--- config.mk ---
export PLATFORM = sky130hd
export DESIGN_NAME = contour_height_width_select
export DESIGN_NICKNAME = d
export VERILOG_FILES = /design/src/design/chws_pkg.sv /design/src/design/contour_height_width_select.sv
export SDC_FILE = /design/constraint.sdc
export NUM_CORES = 1
export LEC_CHECK = 0
export ABC_AREA = 1
export BUFFER_PORTS_ARGS = -buffer_cell sky130_fd_sc_hd__buf_2
export CAP_MARGIN = 10
export CORE_MARGIN = 4
export CORE_UTILIZATION = 60
export CTS_CLUSTER_DIAMETER = 200
export DETAILED_ROUTE_END_ITERATION = 8
export GPL_ROUTABILITY_DRIVEN = 0
export PLACE_DENSITY = 0.78
export SYNTH_ARGS = -nofsm -noshare
export SYNTH_HDL_FRONTEND = slang
export SYNTH_SLANG_ARGS = --single-unit
--- constraint.sdc ---
create_clock -name clk -period 10.7 [get_ports clk]
set_input_delay 1.605 -clock clk [delete_from_list [all_inputs] [get_ports clk]]
set_output_delay 1.605 -clock clk [all_outputs]
set_load 0.05 [all_outputs]
--- src/design/chws_pkg.sv ---
// chws_pkg: shared types and constants for the contour height/width selector
// request structs for the vertex and result channels, register indexes, reset values
// no dependencies
`default_nettype none

package chws_pkg;

  localparam int COORD_W = 12;   // width of the coordinate fields on the ports
  localparam int INDEX_W = 8;    // width of the reported contour order number
  localparam int SUM_W   = 40;   // shoelace accumulator, wraps modulo 2^40
  localparam int AREA_W  = 24;   // min_area register width
  localparam int CFG_W   = 24;   // widest configuration register
  localparam int CFG_A_W = 2;    // configuration index width
  localparam int CNT_W   = 9;    // contour counter, holds 0..256
  localparam int CNT_CAP = 256;  // hard cap on contours per frame

  // configuration register indexes
  localparam logic [CFG_A_W-1:0] REG_MIN_HEIGHT = 2'd0;
  localparam logic [CFG_A_W-1:0] REG_MAX_WIDTH  = 2'd1;
  localparam logic [CFG_A_W-1:0] REG_MIN_AREA   = 2'd2;

  // configuration reset values
  localparam logic [COORD_W-1:0] MIN_HEIGHT_RST = 12'd200;
  localparam logic [COORD_W-1:0] MAX_WIDTH_RST  = 12'd150;
  localparam logic [AREA_W-1:0]  MIN_AREA_RST   = 24'd500;

  typedef struct packed {
    logic [COORD_W-1:0] point_x;
    logic [COORD_W-1:0] point_y;
    logic               contour_end;
    logic               frame_end;
  } in_req_t;

  typedef struct packed {
    logic               found;
    logic [INDEX_W-1:0] best_index;
    logic [COORD_W-1:0] best_width;
    logic [COORD_W-1:0] top_y;
    logic [COORD_W-1:0] bottom_y;
  } out_req_t;

endpackage

`default_nettype wire

--- src/design/contour_height_width_select.sv ---
// contour_height_width_select: per-contour y span, shoelace area and width = area/height; keeps
// the widest qualifying contour of a frame; depends on chws_pkg (structs, indexes, reset values)
// per request: a first vertex is stored, later ones take two multiply steps on the shared 12x12
// multiplier; a contour end takes up to 4 multiply steps, magnitude, qualify, 12 divide steps,
// update, close (divide, update only if it qualifies); frame end adds emit, held by out_stall
// reset: synchronous, restores register defaults and clears contour and frame state
`default_nettype none

module contour_height_width_select #(
  parameter int COORD_BITS   = 12,
  parameter int IMAGE_HEIGHT = 480,
  parameter int MAX_CONTOURS = 256
) (
  input  wire logic                          clk,
  input  wire logic                          rst_n,
  input  wire logic                          in_valid,
  output logic                               in_stall,
  input  wire chws_pkg::in_req_t             in_req,
  output logic                               out_valid,
  input  wire logic                          out_stall,
  output chws_pkg::out_req_t                 out_req,
  input  wire logic                          cfg_we,
  input  wire logic [chws_pkg::CFG_A_W-1:0]  cfg_addr,
  input  wire logic [chws_pkg::CFG_W-1:0]    cfg_wdata
);

  localparam int CW    = (COORD_BITS < chws_pkg::COORD_W) ? COORD_BITS : chws_pkg::COORD_W;
  localparam int YW    = chws_pkg::COORD_W;
  localparam int SW    = chws_pkg::SUM_W;
  localparam int PW    = 2 * CW;
  localparam int QW    = chws_pkg::COORD_W;   // quotient bits kept (width < 4096)
  localparam int DW    = YW + 1;              // divisor 2*height
  localparam int RW    = DW + QW;             // remainder bits while dividing
  localparam int NW    = chws_pkg::CNT_W;
  localparam int LIMIT = (MAX_CONTOURS < chws_pkg::CNT_CAP) ? MAX_CONTOURS : chws_pkg::CNT_CAP;
  localparam int STW   = $clog2(QW);

  localparam logic [YW-1:0] MIN_Y_RST = YW'(IMAGE_HEIGHT);
  localparam logic [NW-1:0] CNT_LIMIT = NW'(LIMIT);

  typedef enum logic [3:0] {
    S_IDLE, S_MUL_A, S_MUL_B, S_CLS_A, S_CLS_B,
    S_MAG, S_QUAL, S_DIV, S_UPD, S_END, S_EMIT
  } state_t;

  // control state
  state_t                          state_r, state_nxt;
  logic [YW-1:0]                   min_height_r, min_height_nxt;
  logic [YW-1:0]                   max_width_r, max_width_nxt;
  logic [chws_pkg::AREA_W-1:0]     min_area_r, min_area_nxt;
  logic [YW-1:0]                   run_min_r, run_min_nxt;
  logic [YW-1:0]                   run_max_r, run_max_nxt;
  logic [SW-1:0]                   sum_r, sum_nxt;
  logic                            at_start_r, at_start_nxt;
  logic [NW-1:0]                   cnt_r, cnt_nxt;
  logic                            best_valid_r, best_valid_nxt;
  logic                            out_valid_r, out_valid_nxt;

  // payload
  logic [CW-1:0]                   cur_x_r, cur_x_nxt, cur_y_r, cur_y_nxt;
  logic [CW-1:0]                   first_x_r, first_x_nxt, first_y_r, first_y_nxt;
  logic [CW-1:0]                   prev_x_r, prev_x_nxt, prev_y_r, prev_y_nxt;
  logic                            end_r, end_nxt, fend_r, fend_nxt;
  logic [SW-1:0]                   mag_r, mag_nxt;
  logic [YW-1:0]                   height_r, height_nxt;
  logic [RW-1:0]                   dsh_r, dsh_nxt;
  logic [QW-1:0]                   quot_r, quot_nxt;
  logic [STW-1:0]                  step_r, step_nxt;
  logic [chws_pkg::INDEX_W-1:0]    best_idx_r, best_idx_nxt;
  logic [QW-1:0]                   best_w_r, best_w_nxt;
  logic [YW-1:0]                   best_top_r, best_top_nxt;
  logic [YW-1:0]                   best_bot_r, best_bot_nxt;
  chws_pkg::out_req_t              out_r, out_nxt;

  // shared multiply-accumulate unit
  logic [CW-1:0]                   mul_a, mul_b;
  logic                            mul_sub;
  logic [PW-1:0]                   mul_prod;
  logic [SW-1:0]                   mac_add, mac_sum;

  // datapath helpers
  logic [CW-1:0]                   in_x, in_y;
  logic [YW-1:0]                   in_y_ext;
  logic [DW-1:0]                   div_v;
  logic                            qual;
  logic [RW:0]                     trial;

  always_comb begin
    unique case (state_r)
      S_MUL_A: begin
        mul_a = prev_x_r; mul_b = cur_y_r; mul_sub = 1'b0;
      end
      S_MUL_B: begin
        mul_a = cur_x_r; mul_b = prev_y_r; mul_sub = 1'b1;
      end
      S_CLS_A: begin
        mul_a = cur_x_r; mul_b = first_y_r; mul_sub = 1'b0;
      end
      S_CLS_B: begin
        mul_a = first_x_r; mul_b = cur_y_r; mul_sub = 1'b1;
      end
      default: begin
        mul_a = '0; mul_b = '0; mul_sub = 1'b0;
      end
    endcase
  end

  assign mul_prod = PW'(mul_a) * PW'(mul_b);
  assign mac_add  = SW'(mul_prod);
  assign mac_sum  = mul_sub ? (sum_r - mac_add) : (sum_r + mac_add);

  assign in_x     = in_req.point_x[CW-1:0];
  assign in_y     = in_req.point_y[CW-1:0];
  assign in_y_ext = YW'(in_y);

  assign div_v = {height_r, 1'b0};
  // quotient must fit below 4096, so mag < div << 12 is part of qualifying
  assign qual  = (cnt_r < CNT_LIMIT) && (height_r != '0) && (height_r > min_height_r) &&
                 (mag_r > SW'({min_area_r, 1'b0})) && (mag_r < SW'({div_v, {QW{1'b0}}}));
  assign trial = {1'b0, mag_r[RW-1:0]} - {1'b0, dsh_r};

  always_comb begin
    state_nxt      = state_r;
    min_height_nxt = min_height_r;
    max_width_nxt  = max_width_r;
    min_area_nxt   = min_area_r;
    run_min_nxt    = run_min_r;
    run_max_nxt    = run_max_r;
    sum_nxt        = sum_r;
    at_start_nxt   = at_start_r;
    cnt_nxt        = cnt_r;
    best_valid_nxt = best_valid_r;
    out_valid_nxt  = out_valid_r && out_stall;
    cur_x_nxt      = cur_x_r;
    cur_y_nxt      = cur_y_r;
    first_x_nxt    = first_x_r;
    first_y_nxt    = first_y_r;
    prev_x_nxt     = prev_x_r;
    prev_y_nxt     = prev_y_r;
    end_nxt        = end_r;
    fend_nxt       = fend_r;
    mag_nxt        = mag_r;
    height_nxt     = height_r;
    dsh_nxt        = dsh_r;
    quot_nxt       = quot_r;
    step_nxt       = step_r;
    best_idx_nxt   = best_idx_r;
    best_w_nxt     = best_w_r;
    best_top_nxt   = best_top_r;
    best_bot_nxt   = best_bot_r;
    out_nxt        = out_r;

    if (cfg_we) begin
      unique case (cfg_addr)
        chws_pkg::REG_MIN_HEIGHT: min_height_nxt = cfg_wdata[YW-1:0];
        chws_pkg::REG_MAX_WIDTH:  max_width_nxt  = cfg_wdata[YW-1:0];
        chws_pkg::REG_MIN_AREA:   min_area_nxt   = cfg_wdata[chws_pkg::AREA_W-1:0];
        default: ;
      endcase
    end

    unique case (state_r)
      S_IDLE: begin
        if (in_valid) begin
          cur_x_nxt = in_x;
          cur_y_nxt = in_y;
          end_nxt   = in_req.contour_end || in_req.frame_end;
          fend_nxt  = in_req.frame_end;
          if (in_y_ext < run_min_r) run_min_nxt = in_y_ext;
          if (in_y_ext > run_max_r) run_max_nxt = in_y_ext;
          if (at_start_r) begin
            first_x_nxt  = in_x;
            first_y_nxt  = in_y;
            prev_x_nxt   = in_x;
            prev_y_nxt   = in_y;
            at_start_nxt = 1'b0;
            state_nxt    = (in_req.contour_end || in_req.frame_end) ? S_CLS_A : S_IDLE;
          end else begin
            state_nxt = S_MUL_A;
          end
        end
      end
      S_MUL_A: begin
        sum_nxt   = mac_sum;
        state_nxt = S_MUL_B;
      end
      S_MUL_B: begin
        sum_nxt    = mac_sum;
        prev_x_nxt = cur_x_r;
        prev_y_nxt = cur_y_r;
        state_nxt  = end_r ? S_CLS_A : S_IDLE;
      end
      S_CLS_A: begin
        sum_nxt   = mac_sum;
        state_nxt = S_CLS_B;
      end
      S_CLS_B: begin
        sum_nxt   = mac_sum;
        state_nxt = S_MAG;
      end
      S_MAG: begin
        // twice the area is the magnitude of the two's-complement sum
        mag_nxt    = sum_r[SW-1] ? (~sum_r + SW'(1)) : sum_r;
        height_nxt = (run_max_r >= run_min_r) ? (run_max_r - run_min_r) : '0;
        state_nxt  = S_QUAL;
      end
      S_QUAL: begin
        dsh_nxt   = RW'({div_v, {(QW-1){1'b0}}});
        quot_nxt  = '0;
        step_nxt  = STW'(QW - 1);
        state_nxt = qual ? S_DIV : S_END;
      end
      S_DIV: begin
        // restoring divide of 2*area by 2*height, one quotient bit per cycle
        if (!trial[RW]) begin
          mag_nxt = SW'(trial[RW-1:0]);
        end
        quot_nxt = {quot_r[QW-2:0], !trial[RW]};
        dsh_nxt  = dsh_r >> 1;
        step_nxt = step_r - STW'(1);
        if (step_r == '0) state_nxt = S_UPD;
      end
      S_UPD: begin
        if ((quot_r < max_width_r) && (!best_valid_r || (quot_r > best_w_r))) begin
          best_valid_nxt = 1'b1;
          best_idx_nxt   = cnt_r[chws_pkg::INDEX_W-1:0];
          best_w_nxt     = quot_r;
          best_top_nxt   = run_min_r;
          best_bot_nxt   = run_max_r;
        end
        state_nxt = S_END;
      end
      S_END: begin
        if (cnt_r < CNT_LIMIT) cnt_nxt = cnt_r + NW'(1);
        run_min_nxt  = MIN_Y_RST;
        run_max_nxt  = '0;
        sum_nxt      = '0;
        at_start_nxt = 1'b1;
        state_nxt    = fend_r ? S_EMIT : S_IDLE;
      end
      S_EMIT: begin
        // wait for the result register to free up
        if (!out_valid_r || !out_stall) begin
          out_valid_nxt      = 1'b1;
          out_nxt.found      = best_valid_r;
          out_nxt.best_index = best_valid_r ? best_idx_r : '0;
          out_nxt.best_width = best_valid_r ? best_w_r : '0;
          out_nxt.top_y      = best_valid_r ? best_top_r : '0;
          out_nxt.bottom_y   = best_valid_r ? best_bot_r : '0;
          cnt_nxt            = '0;
          best_valid_nxt     = 1'b0;
          state_nxt          = S_IDLE;
        end
      end
      default: state_nxt = S_IDLE;
    endcase
  end

  always_ff @(posedge clk) begin
    if (!rst_n) begin
      state_r      <= S_IDLE;
      min_height_r <= chws_pkg::MIN_HEIGHT_RST;
      max_width_r  <= chws_pkg::MAX_WIDTH_RST;
      min_area_r   <= chws_pkg::MIN_AREA_RST;
      run_min_r    <= MIN_Y_RST;
      run_max_r    <= '0;
      sum_r        <= '0;
      at_start_r   <= 1'b1;
      cnt_r        <= '0;
      best_valid_r <= 1'b0;
      out_valid_r  <= 1'b0;
    end else begin
      state_r      <= state_nxt;
      min_height_r <= min_height_nxt;
      max_width_r  <= max_width_nxt;
      min_area_r   <= min_area_nxt;
      run_min_r    <= run_min_nxt;
      run_max_r    <= run_max_nxt;
      sum_r        <= sum_nxt;
      at_start_r   <= at_start_nxt;
      cnt_r        <= cnt_nxt;
      best_valid_r <= best_valid_nxt;
      out_valid_r  <= out_valid_nxt;
    end
  end

  always_ff @(posedge clk) begin
    cur_x_r    <= cur_x_nxt;
    cur_y_r    <= cur_y_nxt;
    first_x_r  <= first_x_nxt;
    first_y_r  <= first_y_nxt;
    prev_x_r   <= prev_x_nxt;
    prev_y_r   <= prev_y_nxt;
    end_r      <= end_nxt;
    fend_r     <= fend_nxt;
    mag_r      <= mag_nxt;
    height_r   <= height_nxt;
    dsh_r      <= dsh_nxt;
    quot_r     <= quot_nxt;
    step_r     <= step_nxt;
    best_idx_r <= best_idx_nxt;
    best_w_r   <= best_w_nxt;
    best_top_r <= best_top_nxt;
    best_bot_r <= best_bot_nxt;
    out_r      <= out_nxt;
  end

  assign in_stall  = (state_r != S_IDLE);
  assign out_valid = out_valid_r;
  assign out_req   = out_r;

endmodule

`default_nettype wire
Yosys cells after proc, flatten, opt, wreduce, memory -nomap -nowiden

Index checks and enable logic that the tools add are counted.

ROM bits: 0
Bits in writable memories: 0
Flip-flop bits (word level): 384
Input bits: 57
Memories: 0
Word-level logic and storage cells: 158
Bits in latches: 0
Output and inout bits: 47

Equal/unequal tests: 21
Shifts and indexed selects: 0
Multiplexer cells: 42
Multiply operators: 1
Reduce and logical (&&, ||, !) cells: 44
Add/subtract/negate cells: 7
$lt $le $gt $ge: 9
Bitwise operators: 1
Div/mod/pow operators: 0

Operators by type and width:

| operator              | number |
|---|---|
| $pmux 40 s2           | 2 |
| $mux 40               | 3 |
| $pmux 12 s2           | 5 |
| $mux 12               | 8 |
| $pmux 12 s3           | 2 |
| $pmux 25 s2           | 1 |
| $pmux 4 s11           | 1 |
| $add 40x1->40 const B | 1 |
| $add 40x24->40        | 1 |
| $gt 40x25->1          | 1 |
| $lt 40x25->1          | 1 |
| $not 40->40           | 1 |
| $sub 40x24->40        | 1 |
| $gt 12x12->1          | 3 |
| $sub 25x25->26        | 1 |
| $lt 12x12->1          | 2 |
| $mul 12x12->24        | 1 |
| $reduce_and 3->1      | 7 |
| $mux 4                | 5 |
| $mux 9                | 2 |
| $ne 2x2->1 const B    | 9 |
| $pmux 9 s2            | 1 |
| $eq 4x3->1 const B    | 4 |
| $reduce_and 2->1      | 8 |
| 24 further kinds      | 54 |

Longest topological paths before layout

Word-level depth: 7
Mapped depth: 51
Gate-level depth less buffers: 48

Worst setup path before layout

Ideal clock, no wire load.

Path type: register -> register
Start: register state_r[1]
End: register sum_r[34]
Data required time: 10.568 ns
Arrival time: 7.464 ns
Slack: 3.104 ns
Buffers on the path: 3
Period minus slack after synthesis: 7.596 ns
Stages on the path, launching flop included: 49
Setup time: 0.132 ns
Cells stage by stage: dfxtp_1 -> inv_2 -> nor2_2 -> inv_2 -> nor2_1 -> buf_2 -> buf_1 -> nand2_1 -> nand2_1 -> buf_2 -> nand2_1 -> fa_1 -> fa_1 -> inv_1 -> fa_1 -> fa_1 -> inv_1 -> fa_1 -> (+13 left out) -> nand2_4 -> o21ai_2 -> xor2_1 -> inv_1 -> ha_1 -> nand2_1 -> nor2_1 -> inv_1 -> nor2_1 -> inv_1 -> nor3_1 -> nand2_1 -> nand2_1 -> a21oi_1 -> o21bai_1 -> a21oi_1 -> o21ai_0 -> a21oi_1

Cells in the longest elaborated chain, start to end: 7
Elaborated cells on any way between the ends: 18
Classes of those cells: add/sub: 2; mul: 1; eq/ne: 5; mux: 5; reduce/logical: 5

RTL lines:

| item                                             | RTL line                                                              | text |
|---|---|---|
| start: declaration                               | contour_height_width_select.sv:47                                     | `state_t state_r, state_nxt;` |
| start signal: assignment                         | contour_height_width_select.sv:273                                    | `state_r <= state_nxt;` |
| $eq 4x2->1 (tied with other cells)               | contour_height_width_select.sv:89, contour_height_width_select.sv:162 |  |
| $reduce_or 2->1 (no source line)                 | --                                                                    |  |
| $pmux 12 s3                                      | contour_height_width_select.sv:89                                     | `unique case (state_r)` |
| $mul 12x12->24                                   | contour_height_width_select.sv:108                                    | `assign mul_prod = PW'(mul_a) * PW'(mul_b);` |
| $add 40x24->40 or $sub 40x24->40 (tied branches) | contour_height_width_select.sv:110                                    | `assign mac_sum = mul_sub ? (sum_r - mac_add) : (sum_r + mac_add);` |
| $mux 40                                          | contour_height_width_select.sv:110                                    |  |
| $pmux 40 s2                                      | contour_height_width_select.sv:162                                    | `unique case (state_r)` |
| end signal: assignment                           | contour_height_width_select.sv:279                                    | `sum_r <= sum_nxt;` |
| end: declaration                                 | contour_height_width_select.sv:53                                     | `logic [SW-1:0] sum_r, sum_nxt;` |

Several ways; a longest one is shown, not always the timed one.
A chain may end at the register's enable or synchronous reset.

Worst setup path after layout

Start: register state_r[0]
End: register sum_r[37]

Same word-level chain as after synthesis.

==> metrics list <==
* Initial drt markers: 1953
- After synthesis, the share of flip-flops with an asynchronous set or reset is 0%.
- Syn Inst Count: 3435
- Die boundary height: 222 um
- Fraction of the cycle the final worst path needs: 86.5%
- The worst hold path belongs to the class reg -> reg.
- Yosys cell types: 57
* Area leader, netlist: edfxtp_1
* Cell count after placement: 4066
- After detailed routing, the number of remaining DRC violations is 0.
- Area share of the largest cell type after synthesis: 27.9%
* Synthesized area: 27400 um^2
- STA classifies the critical path startpoint as a flip-flop.
* Num Clock Sinks: 383
* Total congestion overflow after global routing: 0
- Max-capacitance violation count: 0
- After layout, the design draws a total of 0.00888 W.
- In the synthesized netlist, the cells that appear most often are nand2_1 (779), inv_1 (609), a21oi_1 (298).
* FMAX: 0.108 GHz
* Standard cell core area: 45300 um^2
* Overall die area: 49200 um^2
- In the final design database the tool counted 3902 nets.
- TritonCTS built the clock tree.
- For the pin with the worst max-slew slack, the measured transition is 1130 ps.
* Most frequently used cell type in the post-synthesis netlist: nand2_1
- After detailed routing, the total wire length is 68100 um.
* Final Max Slew Viols: 0
* Met1 track demand over resource: 35.6%
- Clock skew on the completed layout was measured at 48.6 ps.
- Largest voltage drop on the vdd net: 0.250 mV
- In this run the tightest slew margin relative to its limit is 24.6%.
- The largest single stage delay on the critical path is 800 ps.
* Leading cell types by total area after synthesis: edfxtp_1 (28%), ha_1 (11%), nand2_1 (11%), dfxtp_1 (9.3%), inv_1 (8.3%)
- Setup fix buffers added after clock tree synthesis: 0
- For the final routed database, the setup TNS stands at 0 ps.
- Counting along the longest clock path gives a buffer depth of 3.
- In this run the remaining antenna-violating nets after routing total 0.
- STA classifies the critical path endpoint as a flip-flop.
- WL/cell: 16.4 um
- The wire-length estimate of the detail-placed layout is 51400 um.
* Number of port buffers: 103
- The floorplan has 78 rows.
* Number of enable flip-flop cells after synthesis: 255
* Busiest layer in global routing: met2
- Counting the fill cells in the layout gives 3657.
- Setup repair after global routing left no endpoint under its margin.
* Critical path type: reg -> reg
- The number of antenna violations at the first check in global routing is 0.
* Die X: 222 um
* Clk pin slew, worst setup/hold paths: 60 ps
- Subtracting the final worst setup slack from the clock period gives 9250 ps.
* Library cell used as clock root buffer: clkbuf_16
- The finished layout holds 4140 standard cells, fillers aside.
- During synthesis, Yosys emitted a total of 0 warnings.
- First-pass DRT Iterations: 8
- The H-tree generated during clock tree synthesis spans 2 levels.
* Initial core utilization: 60.6%
- Power density over the cells: 296 nW/um^2
- In this run, post-CTS hold repair placed 0 buffers.
- Met2 usage in global routing: 46.8%
- After detailed routing, the number of vias per cell comes to 5.68.
- The clock reaches the later pin of the worst-skew pair after 600 ps.
- Critical path required time: 11110 ps
- Data arrival at the endpoint of the critical path: 9660 ps
- Synth-to-Final Area Change: 9.29%
- Worst path most repeated cell: nand2_1
- In the synthesized netlist the dominant register cell turns out to be edfxtp_1.
- Sequential standard cell area: 10200 um^2
* Sequential fraction of the synthesis area: 37.3%
- Number of top-level design ports: 104
- Across every metal layer, demand over resource in global routing totals 27.4%.
- For this design the static power due to leakage is 14.5 nW.
* Met3 usage in global routing: 4.75%
- Entering global routing, the biggest net connects 66 pins.
* Largest fanout of any net on the critical path: 18
* Post-Synthesis Mean Instance Area: 7.99 um^2
- The flow ran to the end, and the final reports show no timing, DRC or antenna violations.
- Cell with the largest stage delay on the worst path: dfxtp_1
- Setup-failing EPs final: 0
* Gates resized, CTS repair: 0
- Inserted Clock Buffers: 40
* Final antenna diode count: 0
- Synthesis produced a netlist with a net count of 3829.
- The number of global-route vias before repair was 23200.
- Count of endpoints failing hold in the final timing report: 0
- The first global-routing pass estimated 113000 um of wire.
- Layout cells sized above 1: 8.67%
* Synthesis-stage register bit count: 383
- In the final layout, the multi-input gates occupy 14500 um^2.
- The routed layout has 23500 vias.
-- cell usage in the layout (no fill, tap or decap), drive strengths merged, types with 12 or more instances in the layout --
| cell | instances |
|---|---|
| nor3 | 39 |
| buf | 122 |
| a31oi | 13 |
| o211ai | 22 |
| nand2 | 809 |
| o21ai | 217 |
| nor4 | 16 |
| xor2 | 31 |
| dfxtp | 128 |
| clkbuf | 53 |
| ha | 234 |
| nand3 | 118 |
| nand4 | 31 |
| nor2 | 268 |
| a21oi | 301 |
| a22oi | 12 |
| clkinv | 17 |
| inv | 633 |
| fa | 103 |
| edfxtp | 255 |
-- cell families after synthesis --
family,share of synthesized area [%]
simple gates,20.4
buf+inv,9.96
compound gates,12.8
flops,37.3
fa+ha+maj,18.2
xor+xnor,1.34
-- metrics by stage --
step	utilization (%)	area, um^2	hold WS (ps)	setup WS [ps]
3_5_place_dp	63.0	28500	413	1640
3_3_place_gp	63.0	28500	415	1880
6_report	66.2	30000	431	1450
4_1_cts	66.2	30000	427	1570
2_1_floorplan	-	27400	406	3100
5_1_grt	66.2	30000	437	644
-- metal layers --
metal	wire (um)	up-vias
met2	32200	1023
met3	5880	157
met5	0	-
met1	27900	11000
li1	-	11400
met4	2090	0
-- state kept, by name (all words and copies together), names as in the netlist, 24 cells and up --
signal	flops
out_req	45
mag_r	40
sum_r	40
dsh_r	24
min_area_r	24
-- layout make-up --
type                            instances  area share [%]
Inverter                              632            7.91
Multi-Input combinational cell       2329            48.5
Sequential cell                       383            34.1
Clock inverter                         21           0.776
Clock buffer                           53            4.02
Timing Repair Buffer                  122            2.20
Tap cell                              600            2.50
-- path summary, 6_finish.rpt --
check                                              from                      end  slack [ps]  depth (start not counted)
worst max-delay path            state_r[0]$_SDFFE_PN0P_   sum_r[37]$_SDFFE_PN0P_        1450                         39
worst min-delay path              cnt_r[7]$_SDFFE_PN0P_  best_idx_r[7]$_DFFE_PP_         430                          0
worst max register to register  state_r[0]$_SDFFE_PN0P_   sum_r[37]$_SDFFE_PN0P_        1450                         39
worst min register to register    cnt_r[7]$_SDFFE_PN0P_  best_idx_r[7]$_DFFE_PP_         430                          0
-- power by group --
part	internal, W	switching [W]	total [W]
Combinational	0.00178	0.00359	0.00537
Sequential	0.00185	0.000166	0.00202
Clock	0.000877	0.000620	0.00150
Total	0.00451	0.00437	0.00888
-- worst max-delay path, delay by kind of cell (launching register included) --
family	cells	cell delay [ps]
AO/OA/AOI/OAI	7	1530
XOR/XNOR	1	150
adder cells (fa/ha/maj)	7	3350
buffers and inverters	7	410
flip-flops	1	800
AND/OR/NAND/NOR	17	2850
(Power assumes the default switching activity.)
